`src/rtl/tgad_pkg.sv`:
```
// Shared types and constants for the TGA stream decoder.
`timescale 1ns / 1ps

package tgad_pkg;

   // result kinds carried on rsp_tuser
   localparam logic [1:0] KIND_PIXEL  = 2'd0;
   localparam logic [1:0] KIND_ACCEPT = 2'd1;
   localparam logic [1:0] KIND_REJECT = 2'd2;

   // header byte positions
   localparam logic [4:0] HDR_TYPE      = 5'd2;
   localparam logic [4:0] HDR_SIG_LAST  = 5'd11;
   localparam logic [4:0] HDR_WIDTH_LO  = 5'd12;
   localparam logic [4:0] HDR_WIDTH_HI  = 5'd13;
   localparam logic [4:0] HDR_HEIGHT_LO = 5'd14;
   localparam logic [4:0] HDR_HEIGHT_HI = 5'd15;
   localparam logic [4:0] HDR_DEPTH     = 5'd16;
   localparam logic [4:0] HDR_DESC      = 5'd17;

   // image type codes and depths
   localparam logic [7:0] TYPE_RAW  = 8'd2;
   localparam logic [7:0] TYPE_RLE  = 8'd10;
   localparam logic [7:0] DEPTH_24  = 8'd24;
   localparam logic [7:0] DEPTH_32  = 8'd32;
   localparam logic [7:0] RUN_FLAG  = 8'd128;
   localparam logic [7:0] RUN_BIAS  = 8'd127;
   localparam logic [7:0] ALPHA_MAX = 8'd255;

   typedef enum logic [2:0] {
      PH_HEADER = 3'b001,
      PH_PIXELS = 3'b010,
      PH_IDLE   = 3'b100
   } phase_type;

   // header parser status toward the top and pixel unit
   typedef struct packed {
      logic        done;        // header finished on this byte
      logic        reject;
      logic        empty;       // width or height is zero
      logic        four_byte;   // 32-bit pixels
      logic        compressed;  // run-length coded
      logic [15:0] width;       // stored values
      logic [15:0] height;
      logic [15:0] out_width;   // values reported on the header result
      logic [15:0] out_height;
   } hdr_info_type;

   // pixel unit status
   typedef struct packed {
      logic        valid;       // a pixel result on this byte
      logic        last;
      logic        drained;     // no pixels were left
      logic [7:0]  red;
      logic [7:0]  green;
      logic [7:0]  blue;
      logic [7:0]  alpha;
      logic [7:0]  count;
   } pix_info_type;

endpackage

```
`src/rtl/tgad_header.sv`:
```
// Header parser: signature check, dimensions and depth.
`timescale 1ns / 1ps

module tgad_header import tgad_pkg::*; (
   input  logic         clock,
   input  logic         reset,
   input  logic         step,
   input  logic         sof,
   input  logic [7:0]   data_byte,
   output hdr_info_type info
);

   logic [4:0]  index_ff, index_in;
   logic        mismatch_ff, mismatch_in;
   logic [15:0] width_ff, width_in;
   logic [15:0] height_ff, height_in;
   logic        four_ff, four_in;
   logic        comp_ff, comp_in;

   logic [4:0]  idx;
   logic        mis;

   always_comb begin
      // start of file restarts the parse on this byte
      idx        = sof ? 5'd0 : index_ff;
      mis        = sof ? 1'b0 : mismatch_ff;
      index_in   = idx;
      mismatch_in = mis;
      width_in   = sof ? 16'd0 : width_ff;
      height_in  = sof ? 16'd0 : height_ff;
      four_in    = sof ? 1'b0 : four_ff;
      comp_in    = sof ? 1'b0 : comp_ff;
      info       = '0;
      info.width      = width_ff;
      info.height     = height_ff;
      info.four_byte  = four_ff;
      info.compressed = comp_ff;

      if (idx <= HDR_SIG_LAST) begin
         if (idx == HDR_TYPE) begin
            if (data_byte == TYPE_RLE) begin
               comp_in = 1'b1;
            end else if (data_byte != TYPE_RAW) begin
               mismatch_in = 1'b1;
            end
         end else if (data_byte != 8'd0) begin
            mismatch_in = 1'b1;
         end
         index_in = idx + 5'd1;
         if (idx == HDR_SIG_LAST && mismatch_in) begin
            info.done   = 1'b1;
            info.reject = 1'b1;
         end
      end else begin
         case (idx)
            HDR_WIDTH_LO:  width_in  = {width_ff[15:8], data_byte};
            HDR_WIDTH_HI:  width_in  = {data_byte, width_ff[7:0]};
            HDR_HEIGHT_LO: height_in = {height_ff[15:8], data_byte};
            HDR_HEIGHT_HI: height_in = {data_byte, height_ff[7:0]};
            HDR_DEPTH: begin
               four_in = (data_byte == DEPTH_32);
               if (data_byte != DEPTH_24 && data_byte != DEPTH_32) begin
                  mismatch_in = 1'b1;
               end
            end
            default: ;
         endcase
         if (idx < HDR_DESC) begin
            index_in = idx + 5'd1;
         end else begin
            info.done       = 1'b1;
            info.reject     = mis;
            info.empty      = (width_ff == 16'd0) || (height_ff == 16'd0);
            info.out_width  = width_ff;
            info.out_height = height_ff;
         end
      end
   end

   always_ff @(posedge clock) begin
      if (reset) begin
         index_ff    <= '0;
         mismatch_ff <= 1'b0;
         width_ff    <= '0;
         height_ff   <= '0;
         four_ff     <= 1'b0;
         comp_ff     <= 1'b0;
      end else if (step) begin
         index_ff    <= index_in;
         mismatch_ff <= mismatch_in;
         width_ff    <= width_in;
         height_ff   <= height_in;
         four_ff     <= four_in;
         comp_ff     <= comp_in;
      end
   end

endmodule

```
`src/rtl/tgad_pixel.sv`:
```
// Pixel unit: packet headers, pixel assembly, run counting.
`timescale 1ns / 1ps

module tgad_pixel import tgad_pkg::*; (
   input  logic         clock,
   input  logic         reset,
   input  logic         step,
   input  logic         load,
   input  logic         four_byte,
   input  logic         compressed,
   input  logic [15:0]  width,
   input  logic [15:0]  height,
   input  logic [7:0]   data_byte,
   output pix_info_type info
);

   logic [7:0]  packet_ff, packet_in;
   logic        run_ff, run_in;
   logic [1:0]  byte_idx_ff, byte_idx_in;
   logic [23:0] bytes_ff, bytes_in;
   logic [31:0] left_ff, left_in;

   logic [1:0]  last_idx;
   logic        emit;
   logic [7:0]  alpha;
   logic [7:0]  count;
   logic [7:0]  count_c;

   always_comb begin
      packet_in   = packet_ff;
      run_in      = run_ff;
      byte_idx_in = byte_idx_ff;
      bytes_in    = bytes_ff;
      left_in     = left_ff;
      last_idx    = four_byte ? 2'd3 : 2'd2;
      emit        = 1'b0;
      alpha       = ALPHA_MAX;
      count       = 8'd1;
      count_c     = 8'd1;
      info        = '0;

      if (load) begin
         packet_in   = '0;
         run_in      = 1'b0;
         byte_idx_in = '0;
         bytes_in    = '0;
         left_in     = {16'd0, width} * {16'd0, height};
      end else if (step) begin
         if (left_ff == 32'd0) begin
            info.drained = 1'b1;
         end else if (compressed && packet_ff == 8'd0) begin
            // packet header byte
            if (data_byte < RUN_FLAG) begin
               packet_in = data_byte + 8'd1;
               run_in    = 1'b0;
            end else begin
               packet_in = data_byte - RUN_BIAS;
               run_in    = 1'b1;
            end
         end else begin
            // stored order is B, G, R, A
            case (byte_idx_ff)
               2'd0:    bytes_in[7:0]   = data_byte;
               2'd1:    bytes_in[15:8]  = data_byte;
               2'd2:    bytes_in[23:16] = data_byte;
               default: alpha           = data_byte;
            endcase
            if (byte_idx_ff != last_idx) begin
               byte_idx_in = byte_idx_ff + 2'd1;
            end else begin
               emit = 1'b1;
            end
         end

         if (emit) begin
            byte_idx_in = '0;
            if (compressed && run_ff) begin
               count     = packet_ff;
               packet_in = '0;
            end else begin
               count = 8'd1;
               if (compressed) begin
                  packet_in = packet_ff - 8'd1;
               end
            end
            // clamp the run to what is left of the image
            count_c    = ({24'd0, count} > left_ff) ? left_ff[7:0] : count;
            left_in    = left_ff - {24'd0, count_c};
            info.valid = 1'b1;
            info.last  = (left_in == 32'd0);
            info.red   = bytes_in[23:16];
            info.green = bytes_in[15:8];
            info.blue  = bytes_in[7:0];
            info.alpha = alpha;
            info.count = count_c;
         end
      end
   end

   always_ff @(posedge clock) begin
      if (reset) begin
         packet_ff   <= '0;
         run_ff      <= 1'b0;
         byte_idx_ff <= '0;
         bytes_ff    <= '0;
         left_ff     <= '0;
      end else begin
         packet_ff   <= packet_in;
         run_ff      <= run_in;
         byte_idx_ff <= byte_idx_in;
         bytes_ff    <= bytes_in;
         left_ff     <= left_in;
      end
   end

endmodule

```
`src/rtl/tga_image_stream_decoder.sv`:
```
// Top level of the TGA stream decoder: input register, control, result register.
`timescale 1ns / 1ps

// Decodes a TGA file presented one byte per transaction on the req_ channel.
// Assert req_tuser with the first byte of each file; it restarts the header
// parse at any time. The 12-byte signature must be type 2 (raw) or 10
// (run-length) with all other bytes zero, else a reject result follows the
// 12th byte. Bytes 12..17 give width, height, depth (24 or 32) and an
// ignored descriptor; the 18th byte yields an accept or a reject (bad depth)
// result carrying width and height. Pixels follow as kind 0 results in RGBA
// order, alpha 255 for 24-bit data; a run packet gives a single result whose
// run_length holds its repeat count, clamped to the pixels remaining.
// rsp_tlast marks the result that completes the image (also an accept of an
// empty image); after that, or after a reject, bytes are dropped until the
// next start of file. Throughput is one byte per clock while the result
// register can take a result: every byte passes the input register, the
// combinational decode and the result register, which drives rsp_tvalid.
// A byte is held only while the result register is full and rsp_tready
// is low. No initialization pass is needed after reset.
module tga_image_stream_decoder import tgad_pkg::*; (
   input  logic        clock,
   input  logic        reset,
   // request: one file byte per transaction
   input  logic        req_tvalid,
   output logic        req_tready,
   input  logic [7:0]  req_tdata,   // [7:0] data_byte
   input  logic        req_tuser,   // [0] start_of_file
   // response
   output logic        rsp_tvalid,
   input  logic        rsp_tready,
   output logic [71:0] rsp_tdata,   // [7:0] red, [15:8] green, [23:16] blue,
                                    // [31:24] alpha, [39:32] run_length,
                                    // [55:40] image_width, [71:56] image_height
   output logic [1:0]  rsp_tuser,   // [1:0] kind
   output logic        rsp_tlast    // last_of_image
);

   // input register
   logic        in_valid_ff, in_valid_in;
   logic [7:0]  data_ff;
   logic        sof_ff;

   // parse phase
   phase_type   phase_ff, phase_in;

   // result register
   logic        out_valid_ff, out_valid_in;
   logic [1:0]  kind_ff, kind_in;
   logic [7:0]  red_ff, red_in;
   logic [7:0]  green_ff, green_in;
   logic [7:0]  blue_ff, blue_in;
   logic [7:0]  alpha_ff, alpha_in;
   logic [7:0]  run_ff, run_in;
   logic [15:0] width_ff, width_in;
   logic [15:0] height_ff, height_in;
   logic        last_ff, last_in;

   logic         space;
   logic         step;
   logic         hdr_step;
   logic         pix_step;
   logic         pix_load;
   logic         has_result;
   hdr_info_type hdr;
   pix_info_type pix;

   assign space      = !out_valid_ff || rsp_tready;
   assign step       = in_valid_ff && space;
   assign req_tready = !in_valid_ff || step;

   assign hdr_step = step && (sof_ff || phase_ff == PH_HEADER);
   assign pix_step = step && !sof_ff && phase_ff == PH_PIXELS;
   assign pix_load = hdr_step && hdr.done && !hdr.reject;

   tgad_header u_header (
      .clock     (clock),
      .reset     (reset),
      .step      (hdr_step),
      .sof       (sof_ff),
      .data_byte (data_ff),
      .info      (hdr)
   );

   tgad_pixel u_pixel (
      .clock      (clock),
      .reset      (reset),
      .step       (pix_step),
      .load       (pix_load),
      .four_byte  (hdr.four_byte),
      .compressed (hdr.compressed),
      .width      (hdr.width),
      .height     (hdr.height),
      .data_byte  (data_ff),
      .info       (pix)
   );

   assign has_result = (hdr_step && hdr.done) || (pix_step && pix.valid);

   always_comb begin
      in_valid_in = in_valid_ff;
      if (req_tvalid && req_tready) begin
         in_valid_in = 1'b1;
      end else if (step) begin
         in_valid_in = 1'b0;
      end

      phase_in = phase_ff;
      if (step) begin
         phase_in = sof_ff ? PH_HEADER : phase_ff;
         if (hdr_step && hdr.done) begin
            if (hdr.reject || hdr.empty) begin
               phase_in = PH_IDLE;
            end else begin
               phase_in = PH_PIXELS;
            end
         end else if (pix_step && (pix.drained || (pix.valid && pix.last))) begin
            phase_in = PH_IDLE;
         end
      end

      out_valid_in = out_valid_ff;
      if (step && has_result) begin
         out_valid_in = 1'b1;
      end else if (rsp_tready) begin
         out_valid_in = 1'b0;
      end

      kind_in   = KIND_PIXEL;
      red_in    = '0;
      green_in  = '0;
      blue_in   = '0;
      alpha_in  = '0;
      run_in    = '0;
      width_in  = '0;
      height_in = '0;
      last_in   = 1'b0;
      if (hdr_step && hdr.done) begin
         kind_in   = hdr.reject ? KIND_REJECT : KIND_ACCEPT;
         width_in  = hdr.out_width;
         height_in = hdr.out_height;
         last_in   = !hdr.reject && hdr.empty;
      end else begin
         red_in   = pix.red;
         green_in = pix.green;
         blue_in  = pix.blue;
         alpha_in = pix.alpha;
         run_in   = pix.count;
         last_in  = pix.last;
      end
   end

   always_ff @(posedge clock) begin
      if (reset) begin
         in_valid_ff  <= 1'b0;
         phase_ff     <= PH_HEADER;
         out_valid_ff <= 1'b0;
      end else begin
         in_valid_ff  <= in_valid_in;
         phase_ff     <= phase_in;
         out_valid_ff <= out_valid_in;
      end
   end

   always_ff @(posedge clock) begin
      if (req_tvalid && req_tready) begin
         data_ff <= req_tdata;
         sof_ff  <= req_tuser;
      end
      if (step && has_result) begin
         kind_ff   <= kind_in;
         red_ff    <= red_in;
         green_ff  <= green_in;
         blue_ff   <= blue_in;
         alpha_ff  <= alpha_in;
         run_ff    <= run_in;
         width_ff  <= width_in;
         height_ff <= height_in;
         last_ff   <= last_in;
      end
   end

   assign rsp_tvalid = out_valid_ff;
   assign rsp_tdata  = {height_ff, width_ff, run_ff, alpha_ff, blue_ff, green_ff, red_ff};
   assign rsp_tuser  = kind_ff;
   assign rsp_tlast  = last_ff;

   // header and pixel units never both report on one byte
   assert property (@(posedge clock) disable iff (reset)
      !(hdr_step && hdr.done && pix_step && pix.valid))
      else $error("header and pixel results collide");

   // a byte is only decoded when the result register can take its result
   assert property (@(posedge clock) disable iff (reset)
      step |-> (!out_valid_ff || rsp_tready))
      else $error("result register overrun");

   // the pixel that completes the image leaves the parser idle
   assert property (@(posedge clock) disable iff (reset)
      (pix_step && pix.valid && pix.last) |=> (phase_ff == PH_IDLE))
      else $error("parser not idle after last pixel");

   // a pixel result always covers at least one pixel
   assert property (@(posedge clock) disable iff (reset)
      (out_valid_ff && kind_ff == KIND_PIXEL) |-> (run_ff != 8'd0))
      else $error("empty pixel run reported");

endmodule

```
`config.mk`:
```
export PLATFORM = sky130hd
export DESIGN_NAME = tga_image_stream_decoder
export DESIGN_NICKNAME = d
export VERILOG_FILES = /design/src/rtl/tgad_pkg.sv /design/src/rtl/tgad_header.sv /design/src/rtl/tgad_pixel.sv /design/src/rtl/tga_image_stream_decoder.sv
export SDC_FILE = /design/constraint.sdc
export NUM_CORES = 1
export LEC_CHECK = 0
export BUFFER_PORTS_ARGS = -buffer_cell sky130_fd_sc_hd__buf_4
export CAP_MARGIN = 20
export CORE_UTILIZATION = 65
export CTS_CLUSTER_SIZE = 25
export DETAILED_ROUTE_END_ITERATION = 6
export GPL_TIMING_DRIVEN = 1
export PLACE_DENSITY = 0.83
export SLEW_MARGIN = 5
export SYNTH_ARGS = -nofsm -noshare
export SYNTH_HDL_FRONTEND = slang
export SYNTH_SLANG_ARGS = --single-unit
```
`constraint.sdc`:
```
create_clock -name clock -period 14.5 [get_ports clock]
set_input_delay 2.175 -clock clock [delete_from_list [all_inputs] [get_ports clock]]
set_output_delay 2.175 -clock clock [all_outputs]
set_load 0.02 [all_outputs]
```
* After elaboration in Yosys (flattened, before gate mapping) *
Cells that the tools add are included.

cells by class
  $lt $le $gt $ge = 4
  reductions and logical operators = 52
  add/sub/neg operators = 6
  multiply operators = 1
  muxes and demuxes = 77
  equal/unequal tests = 23
  bitwise operators = 4

operators by type and width
  cell                                           number
  2-to-1 mux 8 bit                               17
  2-to-1 mux 32 bit                              3
  2-to-1 mux 43 bit                              2
  zero test 32 bit                               2
  2-to-1 mux 16 bit                              4
  case mux 16 bit (2 select lines)               2
  2-to-1 mux 24 bit                              2
  2-to-1 mux 40 bit                              1
  > comparator 8 x 32 -> 1 bit                   1
  zero test 16 bit                               2
  multiplier 16 x 16 -> 32 bit                   1
  subtractor 32 x 8 -> 32 bit                    1
  2-to-1 mux 1 bit                               30
  == test 5 x 4 -> 1 bit, second input constant  5
  logical AND 1 bit                              16
  2-to-1 mux 2 bit                               8
  2-to-1 mux 3 bit                               5
  2-to-1 mux 5 bit                               3
  AND reduction 2 bit                            6
  nonzero test 2 bit                             5
  adder 8 x 1 -> 8 bit, second input constant    1
  == test 8 x 4 -> 1 bit, second input constant  1
  == test 8 x 6 -> 1 bit, second input constant  1
  zero test 8 bit                                1
  30 further kinds                               47

word-level totals
  bits of input ports = 13
  word-level logic and storage cells = 194
  flip-flop bits (word level) = 196
  output and inout bits = 77

* Longest topological paths before layout *
  depth after elaboration = 26
  mapped depth = 27
  gate-level depth less buffers = 25

* Hierarchy *
From an unflattened synthesis, not the netlist that was laid out.

unflattened totals
  cell total of the unflattened synthesis = 2110
  area total of the unflattened synthesis = 18731.7 um^2

modules (own cells, without submodules)
  module                    cells an instance  times used  sequential area each (um^2)  area an instance (um^2)
  tgad_pixel                1669               1           1341.3                       13256.5
  tga_image_stream_decoder  205                1           2622.5                       3350.7
  tgad_header               236                1           800.8                        2124.5

* Least setup slack after synthesis *
Ideal clock, no wire load.

  path kind = reg2reg
  start = register u_header.height_ff[1]
  end = register u_pixel.left_ff[25]
  clock period less this slack = 6.538 ns
  stages on the path, launching flop included = 26
  path buffers = 2
  path slack = 7.962 ns
  setup time = 0.134 ns
  arrival time = 6.405 ns
  data required time = 14.366 ns
  cells stage by stage = dfxtp_1 > clkbuf_1 > clkbuf_1 > nand2_1 > fa_1 > inv_1 > fa_1 > inv_1 > fa_1 > fa_1 > inv_1 > fa_1 > inv_1 > fa_1 > inv_1 > ha_1 > a21o_1 > a21o_1 > a221o_1 > a221o_1 > a41o_1 > a21o_1 > a21o_1 > a21oi_1 > xor2_1 > o22ai_1

between the ends
  word-level cells in the longest chain between the ends = 2

ends and longest elaborated chain
  what                          line               source
  from (decl)                   tgad_header.sv:16  logic [15:0] height_ff, height_in;
  from (signal assigned)        tgad_header.sv:92  height_ff <= height_in;
  multiplier 16 x 16 -> 32 bit  tgad_pixel.sv:47   left_in = {16'd0, width} * {16'd0, height};
  2-to-1 mux 32 bit             tgad_pixel.sv:42   if (load) begin
  to (signal assigned)          tgad_pixel.sv:112  left_ff <= left_in;
  to (decl)                     tgad_pixel.sv:21   logic [31:0] left_ff, left_in;

Every way passes these cells.
A chain may end at the register's enable or synchronous reset.

* Worst setup path after layout *
  start = register u_header.width_ff[13]
  end = register u_pixel.left_ff[25]

between the ends
  word-level cells in the longest chain between the ends = 2

ends and longest elaborated chain
  what                          line               source
  from (decl)                   tgad_header.sv:15  logic [15:0] width_ff, width_in;
  from (signal assigned)        tgad_header.sv:91  width_ff <= width_in;
  multiplier 16 x 16 -> 32 bit  tgad_pixel.sv:47
  2-to-1 mux 32 bit             tgad_pixel.sv:42

Every way passes these cells.

==> results.yml <==
detailed_routing:
  drt_pass1_iterations: 7
  drc: 5
  num_vias: 15300
  wirelength_um: 47400
  drt_iter0_drc: 1974
  via_per_inst: 6.24
  drt-wirelength-per-cell_um: 19.3
  ant_nets: 0
synth:
  synth_area_per_cell_um2: 8.75
  synth.distinct_cells: 91
  ys_seq_area_share_pct: 26.1
  synthArstFlopShare_pct: 0
  ys_ff_latch: 196
  syn_nets: 2422
  ys.flop_type: "dfxtp_1"
  synth_edf_count: 84
  syn_inst: 2084
  ys_warn_count: 0
  netlist_area_um2: 18200
setup_path:
  cpMostUsedCell: "fa_1"
  rr_endpoint: "u_pixel.left_ff[25]"
  slowest_stage: "dfxtp_1"
  r2r_slack_ns: 7.45
  critPathMaxStageDelay_ns: 0.93
  rr_worst_depth: 23
  rr_startpoint: "u_header.width_ff[13]"
  critPathKind: "flip-flop to flip-flop"
  crit_path_start_kind: "flip-flop"
  cp-end-kind: "flip-flop"
  cpLargestDelayFamily: "adder cells"
  cp.required_ns: 14.83
  path_cells: "nand2_1, fa_1, inv_1, fa_1, inv_1, fa_1, inv_1, fa_1, inv_1, fa_1, inv_1, fa_1, ha_1, a21o_1, a21o_1, a221o_1, a221o_1, a41o_1, a21o_1, a21o_1, a21oi_1, xor2_1, o22ai_1"
  critPathMaxFanout: 19
  cp.arrival_ns: 7.38
  worst-path-buf-inv: 5
die:
  fp-row-count: 60
  initial_core_util_pct: 66.9
  coreArea_um2: 27300
  dieArea_um2: 28700
  num_io_pins: 90
  die_height_um: 170
  fp.dieW_um: 170
place:
  place.port_buffers: 89
  hpwlAfterDp_um: 33900
  placed_area_um2: 18900
  finalWeightedCongestion: 0.936
clock_tree:
  hold_buffers: 0
  cts_buffers: 17
  clk_latency_ns: 0.46
  path_clk_slew_ns: 0.10
  clock_path_buffers: 2
  cts_tree: "yes"
  clock-root-buffer: "clkbuf_16"
  cts.sinks: 196
  cts_resized: 0
  cts_post_setup_buffers_inserted: 0
  htree_levels: 4
timing:
  tns_ns: 0
  setup_viol: 0
  period_needed_ns: 7.05
  tightest_slew_ns: 1.03
  rsz0062_at_grt: "false"
  fmax_mhz: 142
  period_share_pct: 48.6
  finalMaxSlewViolations: 0
  hold_viol_final: 0
  skew_ns: 0.0271
  slew_headroom_pct: 30.5
power_and_ir_drop:
  p_per_area_nw_per_um2: 59.6
  p_leak_nw: 8.34
  ir_drop_v: 0.0000657
finish:
  final_core_util_pct: 71.7
  syn_to_final_growth_pct: 7.15
  n_antenna_cell: 0
  drive_gt1_share_pct: 8.37
  nets: 2404
  final_area_um2: 19500
  fillers: 2004
global_route:
  grt_util_all_layers_pct: 34.2
  antenna_found_initial: 1
  gr-total-overflow: 0
  grt_pass1_wl_um: 77200
  grt_max_degree: 76
  grt_pass1_vias: 15300
job:
  cap_violations: 0
hold_path:
  hold_depth: 2
  min_from: "u_pixel.bytes_ff[14]"
  whs_endpoint: "u_pixel.bytes_ff[14]"
  hold_class: "flip-flop to flip-flop"
status:
  violations: "DRC"
  status: "finished with violations"
==> stage by stage <==
step | power (mW) | std cells | hold slack, ns | worst slack (ns)
floorplan | 0.626 | 2084 | 0.437 | 7.96
detailed placement | 0.642 | 2419 | 0.447 | 7.57
CTS | 1.16 | 2451 | 0.459 | 7.52
finish | 1.16 | 2451 | 0.462 | 7.45
global route | 1.19 | 2451 | 0.479 | 7.22
global placement | 0.640 | 2418 | 0.443 | 7.67
==> where the power goes <==
part / total [mW] / internal [mW] / switching (mW)
sequential: 0.588 / 0.575 / 0.0138
combinational: 0.0429 / 0.0147 / 0.0281
clock: 0.533 / 0.247 / 0.286
==> cells in the mapped netlist (5+ instances only) <==
cell        n  area, um2
nand3_1    75        375
a21oi_1   126        631
inv_1     256        961
o21bai_1    6       45.0
nand2b_1    5       31.3
nor2_1    116        435
nor3_1     23        115
o21ai_0    40        200
buf_1      16       60.1
nand4_1    12       75.1
ha_1      130       1630
a211oi_1   17        128
or2_2       5       31.3
clkbuf_1  107        402
edfxtp_1   84       2520
fa_1      195       3900
o22ai_1    11       68.8
nor2b_1     8       50.1
dfxtp_1   112       2240
xnor2_1    30        263
and3_1     46        288
o21a_1      7       52.6
xor2_1     27        236
a22oi_1    11       82.6
or3_1       5       31.3
nor4_1     24        150
a31oi_1    16        100
nand2_1   339       1270
a221oi_1    5       43.8
a21o_1     22        165
nor3b_1    10       75.1
and2_1     88        551
mux2i_1     7       70.1
==> logic make-up after synthesis <==
kind of cell | after synthesis | synth area share (%)
AND/OR/NAND/NOR | 788 | 20.7
buffers and inverters | 393 | 8.43
adder cells (fa/ha/maj) | 325 | 30.3
AO/OA/AOI/OAI | 315 | 11.1
flip-flops | 196 | 26.1
XOR/XNOR | 57 | 2.74
multiplexers | 10 | 0.590
==> how the worst max path moves through the flow <==
| stage | start | end | slack, ns | cells after the start |
|---|---|---|---|---|
| floorplan | u_header.height_ff[1] | u_pixel.left_ff[25] | 7.96 | 25 |
| global placement | u_header.width_ff[13] | u_pixel.left_ff[31] | 7.67 | 24 |
| detailed placement | u_header.width_ff[10] | u_pixel.left_ff[25] | 7.57 | 23 |
| CTS | u_header.width_ff[13] | u_pixel.left_ff[25] | 7.52 | 23 |
| global route | u_header.width_ff[13] | u_pixel.left_ff[31] | 7.22 | 24 |
| finish | u_header.width_ff[13] | u_pixel.left_ff[25] | 7.45 | 23 |
==> placed cells by master, fill, tap and decap left out, drive strengths merged, types with 25 or more instances in the layout <==
master  synthesis  final
inv           256    268
a21oi         126    126
buf            24     99
o21ai          42     42
nand2         339    339
and2           89     89
xnor2          30     30
ha            130    130
xor2           27     27
and3           50     50
a21o           25     25
edfxtp         84     84
nor2          117    117
fa            195    195
nand3          75     75
dfxtp         112    112
==> worst register-to-register path, stage by stage (launching register included) <==
cell and delay, ns:
dfxtp_1 0.93, nand2_1 0.18, fa_1 0.57, inv_1 0.05, fa_1 0.55, inv_1 0.07
fa_1 0.50, inv_1 0.06, fa_1 0.54, inv_1 0.05, fa_1 0.49, inv_1 0.05
fa_1 0.44, ha_1 0.36, a21o_1 0.21, a21o_1 0.18, a221o_1 0.31, a221o_1 0.35
a41o_1 0.22, a21o_1 0.20, a21o_1 0.17, a21oi_1 0.16, xor2_1 0.18, o22ai_1 0.10
==> metal layers <==
| metal | vias to the layer above | GRT usage (%) | wire length [um] |
|---|---|---|---|
| li1 | 6837 | - | - |
| met1 | 7344 | 44.4 | 18000 |
| met2 | 938 | 56.3 | 22700 |
| met3 | 165 | 7.32 | 5080 |
| met4 | 2 | 13.0 | 1640 |
| met5 | - | 0 | 8 |
==> registers in the layout (all words and copies together), names as in the netlist, 16 cells and up <==
| name | count |
|---|---|
| u_pixel.left_ff | 32 |
| u_pixel.bytes_ff | 24 |
| height_ff | 16 |
| u_header.height_ff | 16 |
| u_header.width_ff | 16 |
| width_ff | 16 |
==> area by class of cell <==
type | instances | area (um2) | area share [%]
multi-input cells | 1495 | 11900 | 61.1
clock inverters | 15 | 223 | 1.14
clock buffers | 17 | 425 | 2.18
well taps | 372 | 465 | 2.38
flip-flops and latches | 196 | 4760 | 24.4
repair buffers | 99 | 751 | 3.84
inverters | 257 | 965 | 4.94
No activity file was read; power rests on OpenSTA's default activity.
